==> config.mk <==
export PLATFORM = sky130hd
export DESIGN_NAME = windowed_average_periodic_report_unit
export DESIGN_NICKNAME = d
export VERILOG_FILES = /design/src/rtl/core/wapr_pkg.sv /design/src/rtl/core/wapr_ram.sv /design/src/rtl/core/wapr_ctrl.sv /design/src/rtl/core/wapr_dp.sv /design/src/rtl/core/windowed_average_periodic_report_unit.sv
export SDC_FILE = /design/constraint.sdc
export NUM_CORES = 1
export LEC_CHECK = 0
export BUFFER_PORTS_ARGS = -buffer_cell sky130_fd_sc_hd__buf_2
export CORE_ASPECT_RATIO = 0.5
export CORE_MARGIN = 2
export CORE_UTILIZATION = 35
export CTS_CLUSTER_DIAMETER = 100
export DETAILED_ROUTE_END_ITERATION = 10
export PLACE_DENSITY = 0.59
export SETUP_SLACK_MARGIN = 0.3
export SYNTH_ARGS = -nofsm -noshare
export SYNTH_HDL_FRONTEND = slang
export SYNTH_SLANG_ARGS = --single-unit
==> constraint.sdc <==
create_clock -name clk -period 4.1 [get_ports clk]
set_clock_uncertainty 0.1 [all_clocks]
set_input_delay 0.41 -clock clk [delete_from_list [all_inputs] [get_ports clk]]
set_output_delay 0.41 -clock clk [all_outputs]
set_load 0.05 [all_outputs]
==> src/rtl/core/wapr_pkg.sv <==
package wapr_pkg;

  localparam int SAMPLE_W = 24;
  localparam int USED_W   = 5;
  localparam int TIME_W   = 32;
  localparam int ADDR_W   = 3;
  localparam int DATA_W   = 32;

  localparam logic [TIME_W-1:0] INTERVAL_RESET = 32'd60000000;

  localparam logic OP_SAMPLE = 1'b0;
  localparam logic OP_TICK   = 1'b1;

  // Register select bit of the APB byte address (register i at 4*i).
  localparam logic REG_INTERVAL = 1'b0;

  typedef struct packed {
    logic capture;
    logic rd_en;
    logic update;
    logic tick;
    logic div_start;
    logic div_step;
    logic load_out;
  } wapr_cmd_t;

  typedef struct packed {
    logic report_due;
    logic div_last;
  } wapr_stat_t;

endpackage

==> src/rtl/core/wapr_ram.sv <==
module wapr_ram #(
  parameter int WIDTH = 24,
  parameter int DEPTH = 16
) (
  input  logic                     clk,
  input  logic                     we,
  input  logic [$clog2(DEPTH)-1:0] waddr,
  input  logic [WIDTH-1:0]         wdata,
  input  logic                     re,
  input  logic [$clog2(DEPTH)-1:0] raddr,
  output logic [WIDTH-1:0]         rdata
);

  logic [WIDTH-1:0] mem [DEPTH];

  always_ff @(posedge clk) begin
    if (we) begin
      mem[waddr] <= wdata;
    end
    if (re) begin
      rdata <= mem[raddr];
    end
  end

endmodule

==> src/rtl/core/wapr_ctrl.sv <==
module wapr_ctrl
  import wapr_pkg::*;
(
  input  logic       clk,
  input  logic       rst_n,
  input  logic       in_valid,
  input  logic       in_operation,
  output logic       in_stall,
  input  logic       out_stall,
  output logic       out_valid,
  input  wapr_stat_t stat,
  output wapr_cmd_t  cmd
);

  localparam logic [2:0] S_IDLE  = 3'd0;
  localparam logic [2:0] S_UPD   = 3'd1;
  localparam logic [2:0] S_CHECK = 3'd2;
  localparam logic [2:0] S_DIV   = 3'd3;
  localparam logic [2:0] S_OUT   = 3'd4;

  logic [2:0] state_r, state_nxt;
  logic       out_valid_r, out_valid_nxt;
  logic       accept;
  logic       out_free;

  assign in_stall  = (state_r != S_IDLE);
  assign out_valid = out_valid_r;
  assign accept    = in_valid && !in_stall;
  assign out_free  = !out_valid_r || !out_stall;

  always_comb begin
    state_nxt = state_r;
    cmd       = '0;
    unique case (state_r)
      S_IDLE: begin
        if (accept) begin
          cmd.capture = 1'b1;
          if (in_operation == OP_TICK) begin
            cmd.tick  = 1'b1;
            state_nxt = S_CHECK;
          end else begin
            cmd.rd_en = 1'b1;
            state_nxt = S_UPD;
          end
        end
      end
      S_UPD: begin
        cmd.update = 1'b1;
        state_nxt  = S_CHECK;
      end
      S_CHECK: begin
        if (stat.report_due) begin
          cmd.div_start = 1'b1;
          state_nxt     = S_DIV;
        end else begin
          state_nxt = S_IDLE;
        end
      end
      S_DIV: begin
        cmd.div_step = 1'b1;
        if (stat.div_last) begin
          state_nxt = S_OUT;
        end
      end
      S_OUT: begin
        if (out_free) begin
          cmd.load_out = 1'b1;
          state_nxt    = S_IDLE;
        end
      end
      default: state_nxt = S_IDLE;
    endcase
  end

  always_comb begin
    out_valid_nxt = out_valid_r;
    if (cmd.load_out) begin
      out_valid_nxt = 1'b1;
    end else if (out_valid_r && !out_stall) begin
      out_valid_nxt = 1'b0;
    end
  end

  always_ff @(posedge clk) begin
    if (!rst_n) begin
      state_r     <= S_IDLE;
      out_valid_r <= 1'b0;
    end else begin
      state_r     <= state_nxt;
      out_valid_r <= out_valid_nxt;
    end
  end

endmodule

==> src/rtl/core/wapr_dp.sv <==
module wapr_dp
  import wapr_pkg::*;
#(
  parameter int RING_DEPTH = 16
) (
  input  logic                clk,
  input  logic                rst_n,
  input  wapr_cmd_t           cmd,
  output wapr_stat_t          stat,
  input  logic [SAMPLE_W-1:0] in_sample,
  input  logic [TIME_W-1:0]   interval,
  output logic [SAMPLE_W-1:0] avg_out,
  output logic [USED_W-1:0]   used_out
);

  localparam int PTR_W   = $clog2(RING_DEPTH);
  localparam int CNT_W   = $clog2(RING_DEPTH + 1);
  localparam int SUM_W   = SAMPLE_W + PTR_W;
  localparam int STEP_W  = $clog2(SUM_W);
  localparam int USED_EW = (CNT_W > USED_W) ? CNT_W : USED_W;

  logic [SAMPLE_W-1:0]     sample_r;
  logic [PTR_W-1:0]        pos_r, pos_nxt;
  logic                    full_r, full_nxt;
  logic signed [SUM_W-1:0] sum_r, sum_nxt;
  logic [TIME_W-1:0]       elapsed_r, elapsed_nxt;
  logic [SAMPLE_W-1:0]     old_rd;

  logic [SUM_W-1:0]        quo_r, quo_nxt;
  logic [CNT_W-1:0]        rem_r, rem_nxt;
  logic [CNT_W-1:0]        div_by_r;
  logic                    neg_r;
  logic [STEP_W-1:0]       step_r, step_nxt;
  logic [SAMPLE_W-1:0]     avg_r;
  logic [USED_W-1:0]       used_r;

  logic [CNT_W-1:0]        count;
  logic signed [SUM_W-1:0] old_ext, new_ext;
  logic [SUM_W-1:0]        mag;
  logic [CNT_W:0]          shifted, diff;
  logic                    ge;
  logic [SUM_W-1:0]        quo_neg;
  logic [USED_EW-1:0]      used_ext;

  wapr_ram #(
    .WIDTH(SAMPLE_W),
    .DEPTH(RING_DEPTH)
  ) u_ring (
    .clk  (clk),
    .we   (cmd.update),
    .waddr(pos_r),
    .wdata(sample_r),
    .re   (cmd.rd_en),
    .raddr(pos_r),
    .rdata(old_rd)
  );

  assign count   = full_r ? CNT_W'(RING_DEPTH) : CNT_W'(pos_r);
  assign new_ext = {{(SUM_W-SAMPLE_W){sample_r[SAMPLE_W-1]}}, sample_r};
  assign old_ext = full_r ? {{(SUM_W-SAMPLE_W){old_rd[SAMPLE_W-1]}}, old_rd} : '0;
  assign mag     = sum_r[SUM_W-1] ? (~sum_r + 1'b1) : sum_r;

  // Ring update: drop the oldest sample from the sum once the ring is full.
  always_comb begin
    pos_nxt  = pos_r;
    full_nxt = full_r;
    sum_nxt  = sum_r;
    if (cmd.update) begin
      sum_nxt = sum_r - old_ext + new_ext;
      if (pos_r == PTR_W'(RING_DEPTH - 1)) begin
        pos_nxt  = '0;
        full_nxt = 1'b1;
      end else begin
        pos_nxt = pos_r + 1'b1;
      end
    end
  end

  // Saturating tick count, restarted at each report.
  always_comb begin
    elapsed_nxt = elapsed_r;
    if (cmd.div_start) begin
      elapsed_nxt = '0;
    end else if (cmd.tick && (elapsed_r != '1)) begin
      elapsed_nxt = elapsed_r + 1'b1;
    end
  end

  // Restoring divider on the sum magnitude, one quotient bit per cycle.
  assign shifted = {rem_r, quo_r[SUM_W-1]};
  assign diff    = shifted - {1'b0, div_by_r};
  assign ge      = (shifted >= {1'b0, div_by_r});

  always_comb begin
    quo_nxt  = quo_r;
    rem_nxt  = rem_r;
    step_nxt = step_r;
    if (cmd.div_start) begin
      quo_nxt  = mag;
      rem_nxt  = '0;
      step_nxt = STEP_W'(SUM_W - 1);
    end else if (cmd.div_step) begin
      quo_nxt  = {quo_r[SUM_W-2:0], ge};
      rem_nxt  = ge ? diff[CNT_W-1:0] : shifted[CNT_W-1:0];
      step_nxt = step_r - 1'b1;
    end
  end

  assign quo_neg  = ~quo_r + 1'b1;
  assign used_ext = USED_EW'(div_by_r);

  assign stat.report_due = (elapsed_r > interval);
  assign stat.div_last   = (step_r == '0);

  always_ff @(posedge clk) begin
    if (!rst_n) begin
      pos_r     <= '0;
      full_r    <= 1'b0;
      sum_r     <= '0;
      elapsed_r <= '0;
    end else begin
      pos_r     <= pos_nxt;
      full_r    <= full_nxt;
      sum_r     <= sum_nxt;
      elapsed_r <= elapsed_nxt;
    end
  end

  always_ff @(posedge clk) begin
    if (cmd.capture) begin
      sample_r <= in_sample;
    end
    if (cmd.div_start) begin
      div_by_r <= count;
      neg_r    <= sum_r[SUM_W-1];
    end
    quo_r  <= quo_nxt;
    rem_r  <= rem_nxt;
    step_r <= step_nxt;
    if (cmd.load_out) begin
      if (div_by_r == '0) begin
        avg_r <= '0;
      end else if (neg_r) begin
        avg_r <= quo_neg[SAMPLE_W-1:0];
      end else begin
        avg_r <= quo_r[SAMPLE_W-1:0];
      end
      used_r <= used_ext[USED_W-1:0];
    end
  end

  assign avg_out  = avg_r;
  assign used_out = used_r;

endmodule

==> src/rtl/core/windowed_average_periodic_report_unit.sv <==
// Windowed average with periodic report. Each request is either a sensor
// sample (signed, hundredths of a unit) or one time tick. Samples go into a
// ring of the last RING_DEPTH entries with a running sum; ticks advance a
// saturating elapsed counter. After every request the counter is compared
// against report_interval (APB register at byte 0, reset 60000000); once it
// is strictly greater, the block reports the average of the stored samples,
// truncated toward zero, together with the number of samples used (0 and 0
// when no sample has arrived yet, the count truncated to five bits), and
// restarts the counter. A tick request goes straight to the interval check; a
// sample request does a ring read, then the write and sum update, then the
// interval check. A request that triggers a report then runs the bit-serial
// divider over SUM_W = 24 + log2(RING_DEPTH) bits, 28 at the default depth.
// One request is in flight at a time; the result register lets the next
// request enter while a report waits to be taken, and a new report holds
// only if the previous one is still stalled.
module windowed_average_periodic_report_unit
  import wapr_pkg::*;
#(
  parameter int RING_DEPTH = 16
) (
  input  logic                       clk,
  input  logic                       rst_n,

  input  logic                       in_valid,
  output logic                       in_stall,
  input  logic                       in_operation,
  input  logic signed [SAMPLE_W-1:0] in_sample_value,

  output logic                       out_valid,
  input  logic                       out_stall,
  output logic signed [SAMPLE_W-1:0] out_average_value,
  output logic [USED_W-1:0]          out_samples_used,

  input  logic                       psel,
  input  logic                       penable,
  input  logic                       pwrite,
  input  logic [ADDR_W-1:0]          paddr,
  input  logic [DATA_W-1:0]          pwdata,
  output logic [DATA_W-1:0]          prdata,
  output logic                       pready
);

  wapr_cmd_t         cmd;
  wapr_stat_t        stat;
  logic [TIME_W-1:0] interval_r, interval_nxt;
  logic              cfg_wr;

  // Configuration: single interval register, written in the APB access phase.
  assign pready = 1'b1;
  assign cfg_wr = psel && penable && pwrite && pready;
  assign prdata = (paddr[2] == REG_INTERVAL) ? interval_r : '0;

  always_comb begin
    interval_nxt = interval_r;
    if (cfg_wr && (paddr[2] == REG_INTERVAL)) begin
      interval_nxt = pwdata;
    end
  end

  always_ff @(posedge clk) begin
    if (!rst_n) begin
      interval_r <= INTERVAL_RESET;
    end else begin
      interval_r <= interval_nxt;
    end
  end

  // Sequencer: read and update for samples, then check, and divide when due.
  wapr_ctrl u_ctrl (
    .clk         (clk),
    .rst_n       (rst_n),
    .in_valid    (in_valid),
    .in_operation(in_operation),
    .in_stall    (in_stall),
    .out_stall   (out_stall),
    .out_valid   (out_valid),
    .stat        (stat),
    .cmd         (cmd)
  );

  // Ring, running sum, tick counter, divider and result register.
  wapr_dp #(
    .RING_DEPTH(RING_DEPTH)
  ) u_dp (
    .clk      (clk),
    .rst_n    (rst_n),
    .cmd      (cmd),
    .stat     (stat),
    .in_sample(in_sample_value),
    .interval (interval_r),
    .avg_out  (out_average_value),
    .used_out (out_samples_used)
  );

`ifndef NO_ASSERTIONS
  // An accepted request always keeps the block busy in the next cycle.
  a_busy_after_accept: assert property (@(posedge clk) disable iff (!rst_n)
    (in_valid && !in_stall) |=> in_stall)
    else $error("request accepted back to back");

  // A report is only raised while a request is being processed.
  a_report_from_busy: assert property (@(posedge clk) disable iff (!rst_n)
    $rose(out_valid) |-> $past(in_stall))
    else $error("report raised while idle");

  // An empty ring reports a zero average.
  a_empty_is_zero: assert property (@(posedge clk) disable iff (!rst_n)
    (out_valid && (out_samples_used == '0) && (RING_DEPTH < 32))
      |-> (out_average_value == '0))
    else $error("nonzero average over no samples");
`endif

endmodule
==> results.rst <==
.. list-table::
   :header-rows: 1

   * - Metric
     - Value
   * - Reported leakage power
     - 0.0114 uW
   * - Clock transition at the registers of the reported paths
     - 0.06 ns
   * - Congestion Overflow GR
     - 0
   * - Synthesized area per cell
     - around 14 sq um
   * - Count of endpoints failing setup in the final report
     - 0
   * - Clock Path Buffers
     - 3
   * - Status
     - finished, final reports clean
   * - Critical-path top delay cell
     - sky130_fd_sc_hd__fa_1
   * - Prevailing post-synth register cell
     - sky130_fd_sc_hd__edfxtp_1
   * - All-Layer GR Usage
     - 0.156
   * - Placement row count
     - 72
   * - Number of antenna violations at the first check in global routing
     - 7
   * - Die outline width
     - around 400 um
   * - Sequence of cells on the critical path
     - buf_8 -> and2_1 -> fa_1 -> inv_1 -> ha_1 -> a21oi_2 -> o21ai_0 -> o31ai_1 -> o211ai_2 -> a211o_1 -> a31oi_1 -> mux2i_1 -> mux2i_1
   * - Sum of negative setup slack
     - 0 ns
   * - TritonCTS clock tree
     - yes
   * - Count of pins on the block boundary
     - 131
   * - Overall die area
     - 80100 sq um
   * - # Max-Cap Violations
     - 0
   * - Synthesis warning total
     - 0
   * - Power per cell area
     - around 430 nW/um^2
   * - Crit. End Element
     - flip-flop
   * - Total clock buffers created by CTS
     - 57
   * - Clock net sink count
     - 606
   * - Fraction of final layout cells sized beyond drive strength 1
     - 0.203
   * - Combined flip-flop and latch cell area
     - ~17000 sq um
   * - Post-synthesis sequential element count
     - between 600 and 700
   * - Fmax
     - roughly 280 MHz
   * - Max Slew Vio Count
     - 0
   * - Kind of launch point of the worst setup path
     - flip-flop
   * - Number of H-tree levels
     - 2
   * - Worst IR drop on VDD
     - about 320 uV
   * - Chip Height
     - approximately 200 um
   * - Count of vias placed by the detailed router
     - 16300
   * - Number of hold violations in the final report
     - 0
   * - Most common cell on crit path
     - sky130_fd_sc_hd__mux2i_1
   * - Headroom to the max-slew limit
     - 0.295
   * - Multi-input gate area
     - approximately 9300 sq um
   * - Peak fanout along the critical path
     - 18
   * - Cell area after layout
     - between 30000 and 40000 sq um
   * - Post-layout nets
     - between 2000 and 2500
   * - Tmin final
     - roughly 3.6 ns
   * - EDFF count, synth
     - ~500
   * - Distinct cell type count of the synthesized netlist
     - 68
   * - Slew at the pin closest to its max-slew limit
     - roughly 1.1 ns
   * - Data arrival at the endpoint of the critical path
     - 4.04 ns
   * - Detailed-route wire length per cell
     - around 19 um
   * - Post-synth ARST share
     - 0
   * - Clock network latency to the later pin of the worst-skew pair
     - about 0.63 ns
   * - Gate Count Post-Synth
     - 1957
   * - Unrepaired setup endpoints after global routing
     - false
   * - Largest net degree at the start of global routing
     - 58
   * - Area growth from synthesis to layout
     - 17.6%
   * - Share of the yosys chip area belonging to registers
     - 0.628
   * - Initial standard-cell utilization of the core
     - 0.353
   * - Core area
     - slightly below 80000 sq um
   * - Area of the mapped netlist
     - approximately 27000 sq um
   * - Critical Path Source
     - u_dp.full_r
   * - Total wirelength of the detailed-routed design
     - 62800 um
   * - Filler cell count
     - 7131
   * - Port buffer count
     - about 130
   * - Hold_sp
     - in_operation
   * - Cell area reported after detailed placement
     - a little under 30000 sq um
   * - Start of the worst register-to-register path
     - u_dp.full_r
   * - Number of nets with antenna violations after detailed routing
     - 0
   * - Global placement routability congestion
     - 0.849
   * - Setup Crit Path Kind
     - flip-flop to flip-flop
   * - Number of global-route vias before repair
     - ~16000
   * - Share of the core filled with cells
     - 0.415
   * - # DRC
     - 0
   * - HPWL after detailed placement
     - between 40000 and 50000 um
   * - Kind of path behind the tightest hold check
     - input pin to flip-flop
   * - Required time of the critical path
     - ~4.5 ns
   * - Clock tree root buffer cell
     - sky130_fd_sc_hd__clkbuf_16
   * - Iteration-0 DRC Markers
     - 1110
   * - Synthesized net count
     - 2125
   * - Wire length of the first global-routing pass
     - a little under 100000 um
   * - Final clock period utilization by the worst path
     - 0.878
   * - DR vias/cell
     - between 4 and 5
   * - Pre-Repair DR Iteration Count
     - 6
   * - Maximum cell stage delay along the critical path
     - ~0.48 ns
layout by cell type, fill, tap and decap left out, drive strengths merged, types with 28 or more instances in the layout:
cell type | netlist | final
xor2 | 41 | 41
o21ai | 72 | 72
dfxtp | 111 | 111
dlygate4sd3 | 0 | 57
clkbuf | 61 | 82
ha | 73 | 73
a21oi | 82 | 82
xnor2 | 59 | 59
inv | 163 | 163
mux4 | 120 | 120
nand2 | 182 | 182
nor2 | 148 | 148
edfxtp | 495 | 495
fa | 28 | 28
buf | 24 | 215
through the flow:
stage	power (uW)	hold WS, ns	setup WS [ns]	cells
final	13700	0.0718	0.499	3290
after global routing	14300	0.0436	0.307	3287
after CTS	13800	0.0170	0.302	3264
after detailed placement	8730	0.346	0.280	3100
after global placement	8700	0.337	0.311	3100
after floorplan	8260	0.326	0.388	1957
path summary, 6_finish.rpt:
path | end | slack, ns | cells past startpoint
worst max-delay path | u_dp.sum_r[27] | 0.50 | 13
worst min-delay path | u_ctrl.state_r[0] | 0.07 | 3
worst max register to register | u_dp.sum_r[27] | 0.50 | 13
worst min register to register | u_dp.sum_r[9] | 0.35 | 2
what timing repair did:
item                       CTS  global route
hold buffers                57             0
gates resized for setup      1            12
hold endpoints to repair    57             0
setup buffers                2            22
setup endpoints to repair    2            12
gates cloned                 0             0
pin swaps                    0             3
state kept, by name, indices dropped and copies added (netlist names), 24 cells and up:
register and count:
u_dp.sample_r 24, u_dp.elapsed_r 32, u_dp.quo_r 28, u_dp.sum_r 28, u_dp.u_ring.mem 384, u_dp.avg_out 24
u_dp.u_ring.rdata 24, interval_r 32
area by class of cell:
cell class                 count  share of cell area
antenna                        4            0.000313
clock buffer                  81              0.0494
clock inverter                24             0.00598
inverter                     163              0.0191
multi-input combinational   1103               0.290
sequential                   606               0.534
tap                         1036              0.0405
timing repair buffer         273              0.0599
kinds of logic after synthesis:
| kind of cell | synth area share |
|---|---|
| and+or+nand+nor | 0.0851 |
| muxes | 0.102 |
| xor gates and xnor gates | 0.0322 |
| DFF | 0.628 |
| AOI/OAI and AO/OA | 0.0639 |
| other | 0.000138 |
| buffers and inverters | 0.0345 |
| adders and majority gates | 0.0542 |
power breakdown:
part | total [uW] | switching, uW | internal, uW
Combinational | 1730 | 1000 | 731
Clock | 5050 | 2290 | 2760
Sequential | 6950 | 131 | 6820
Total | 13700 | 3420 | 10300
Yosys cell counts, drive strengths merged, types with 3 or more instances:
| cell type | instances | area [sq um] |
|---|---|---|
| o21bai | 6 | 45.0 |
| nor4 | 5 | 31.3 |
| a31oi | 7 | 43.8 |
| nand2b | 13 | 81.3 |
| xnor2 | 59 | 517 |
| nand4 | 25 | 156 |
| or4 | 5 | 37.5 |
| or2 | 5 | 31.3 |
| a21o | 27 | 203 |
| o211ai | 18 | 140 |
| dfxtp | 111 | 2220 |
| xor2 | 41 | 359 |
| ha | 73 | 913 |
| o41ai | 9 | 86.3 |
| mux4 | 120 | 2700 |
| and3 | 13 | 91.3 |
| fa | 28 | 561 |
| nand2 | 182 | 683 |
| and4 | 6 | 52.6 |
| inv | 163 | 612 |
| a211oi | 9 | 72.6 |
| buf | 24 | 97.6 |
| mux2i | 7 | 70.1 |
| nor3 | 20 | 100 |
| nand3 | 17 | 85.1 |
| edfxtp | 495 | 14900 |
| o21ai | 72 | 360 |
| o31ai | 12 | 90.1 |
| a21boi | 3 | 22.5 |
| clkbuf | 61 | 229 |
| a21oi | 82 | 410 |
| o21a | 11 | 82.6 |
| a211o | 4 | 35.0 |
| nor2b | 11 | 68.8 |
| nor2 | 148 | 556 |
| and2 | 27 | 169 |
| or3 | 11 | 68.8 |
critical path: cells and delay by family (launching register included):
kind                     cells  cell delay (ns)
AO/OA/AOI/OAI                6             1.36
adder cells (fa/ha/maj)      2             0.88
buffers and inverters        2             0.20
flip-flops                   1             0.37
multiplexers                 2             0.44
AND/OR/NAND/NOR              1             0.16
metal layers:
metal | track usage | share of wire | vias to the layer above | wire length, um
met3 | 0.0310 | 0.056 | 87 | 3530
met1 | 0.225 | 0.47 | 8149 | 29500
li1 | - | - | 7701 | -
met2 | 0.245 | 0.46 | 346 | 28800
met4 | 0.0327 | 0.016 | 4 | 975
met5 | 0 | 0.00046 | - | 29
Note: power is estimated with default switching activity, not from simulation.
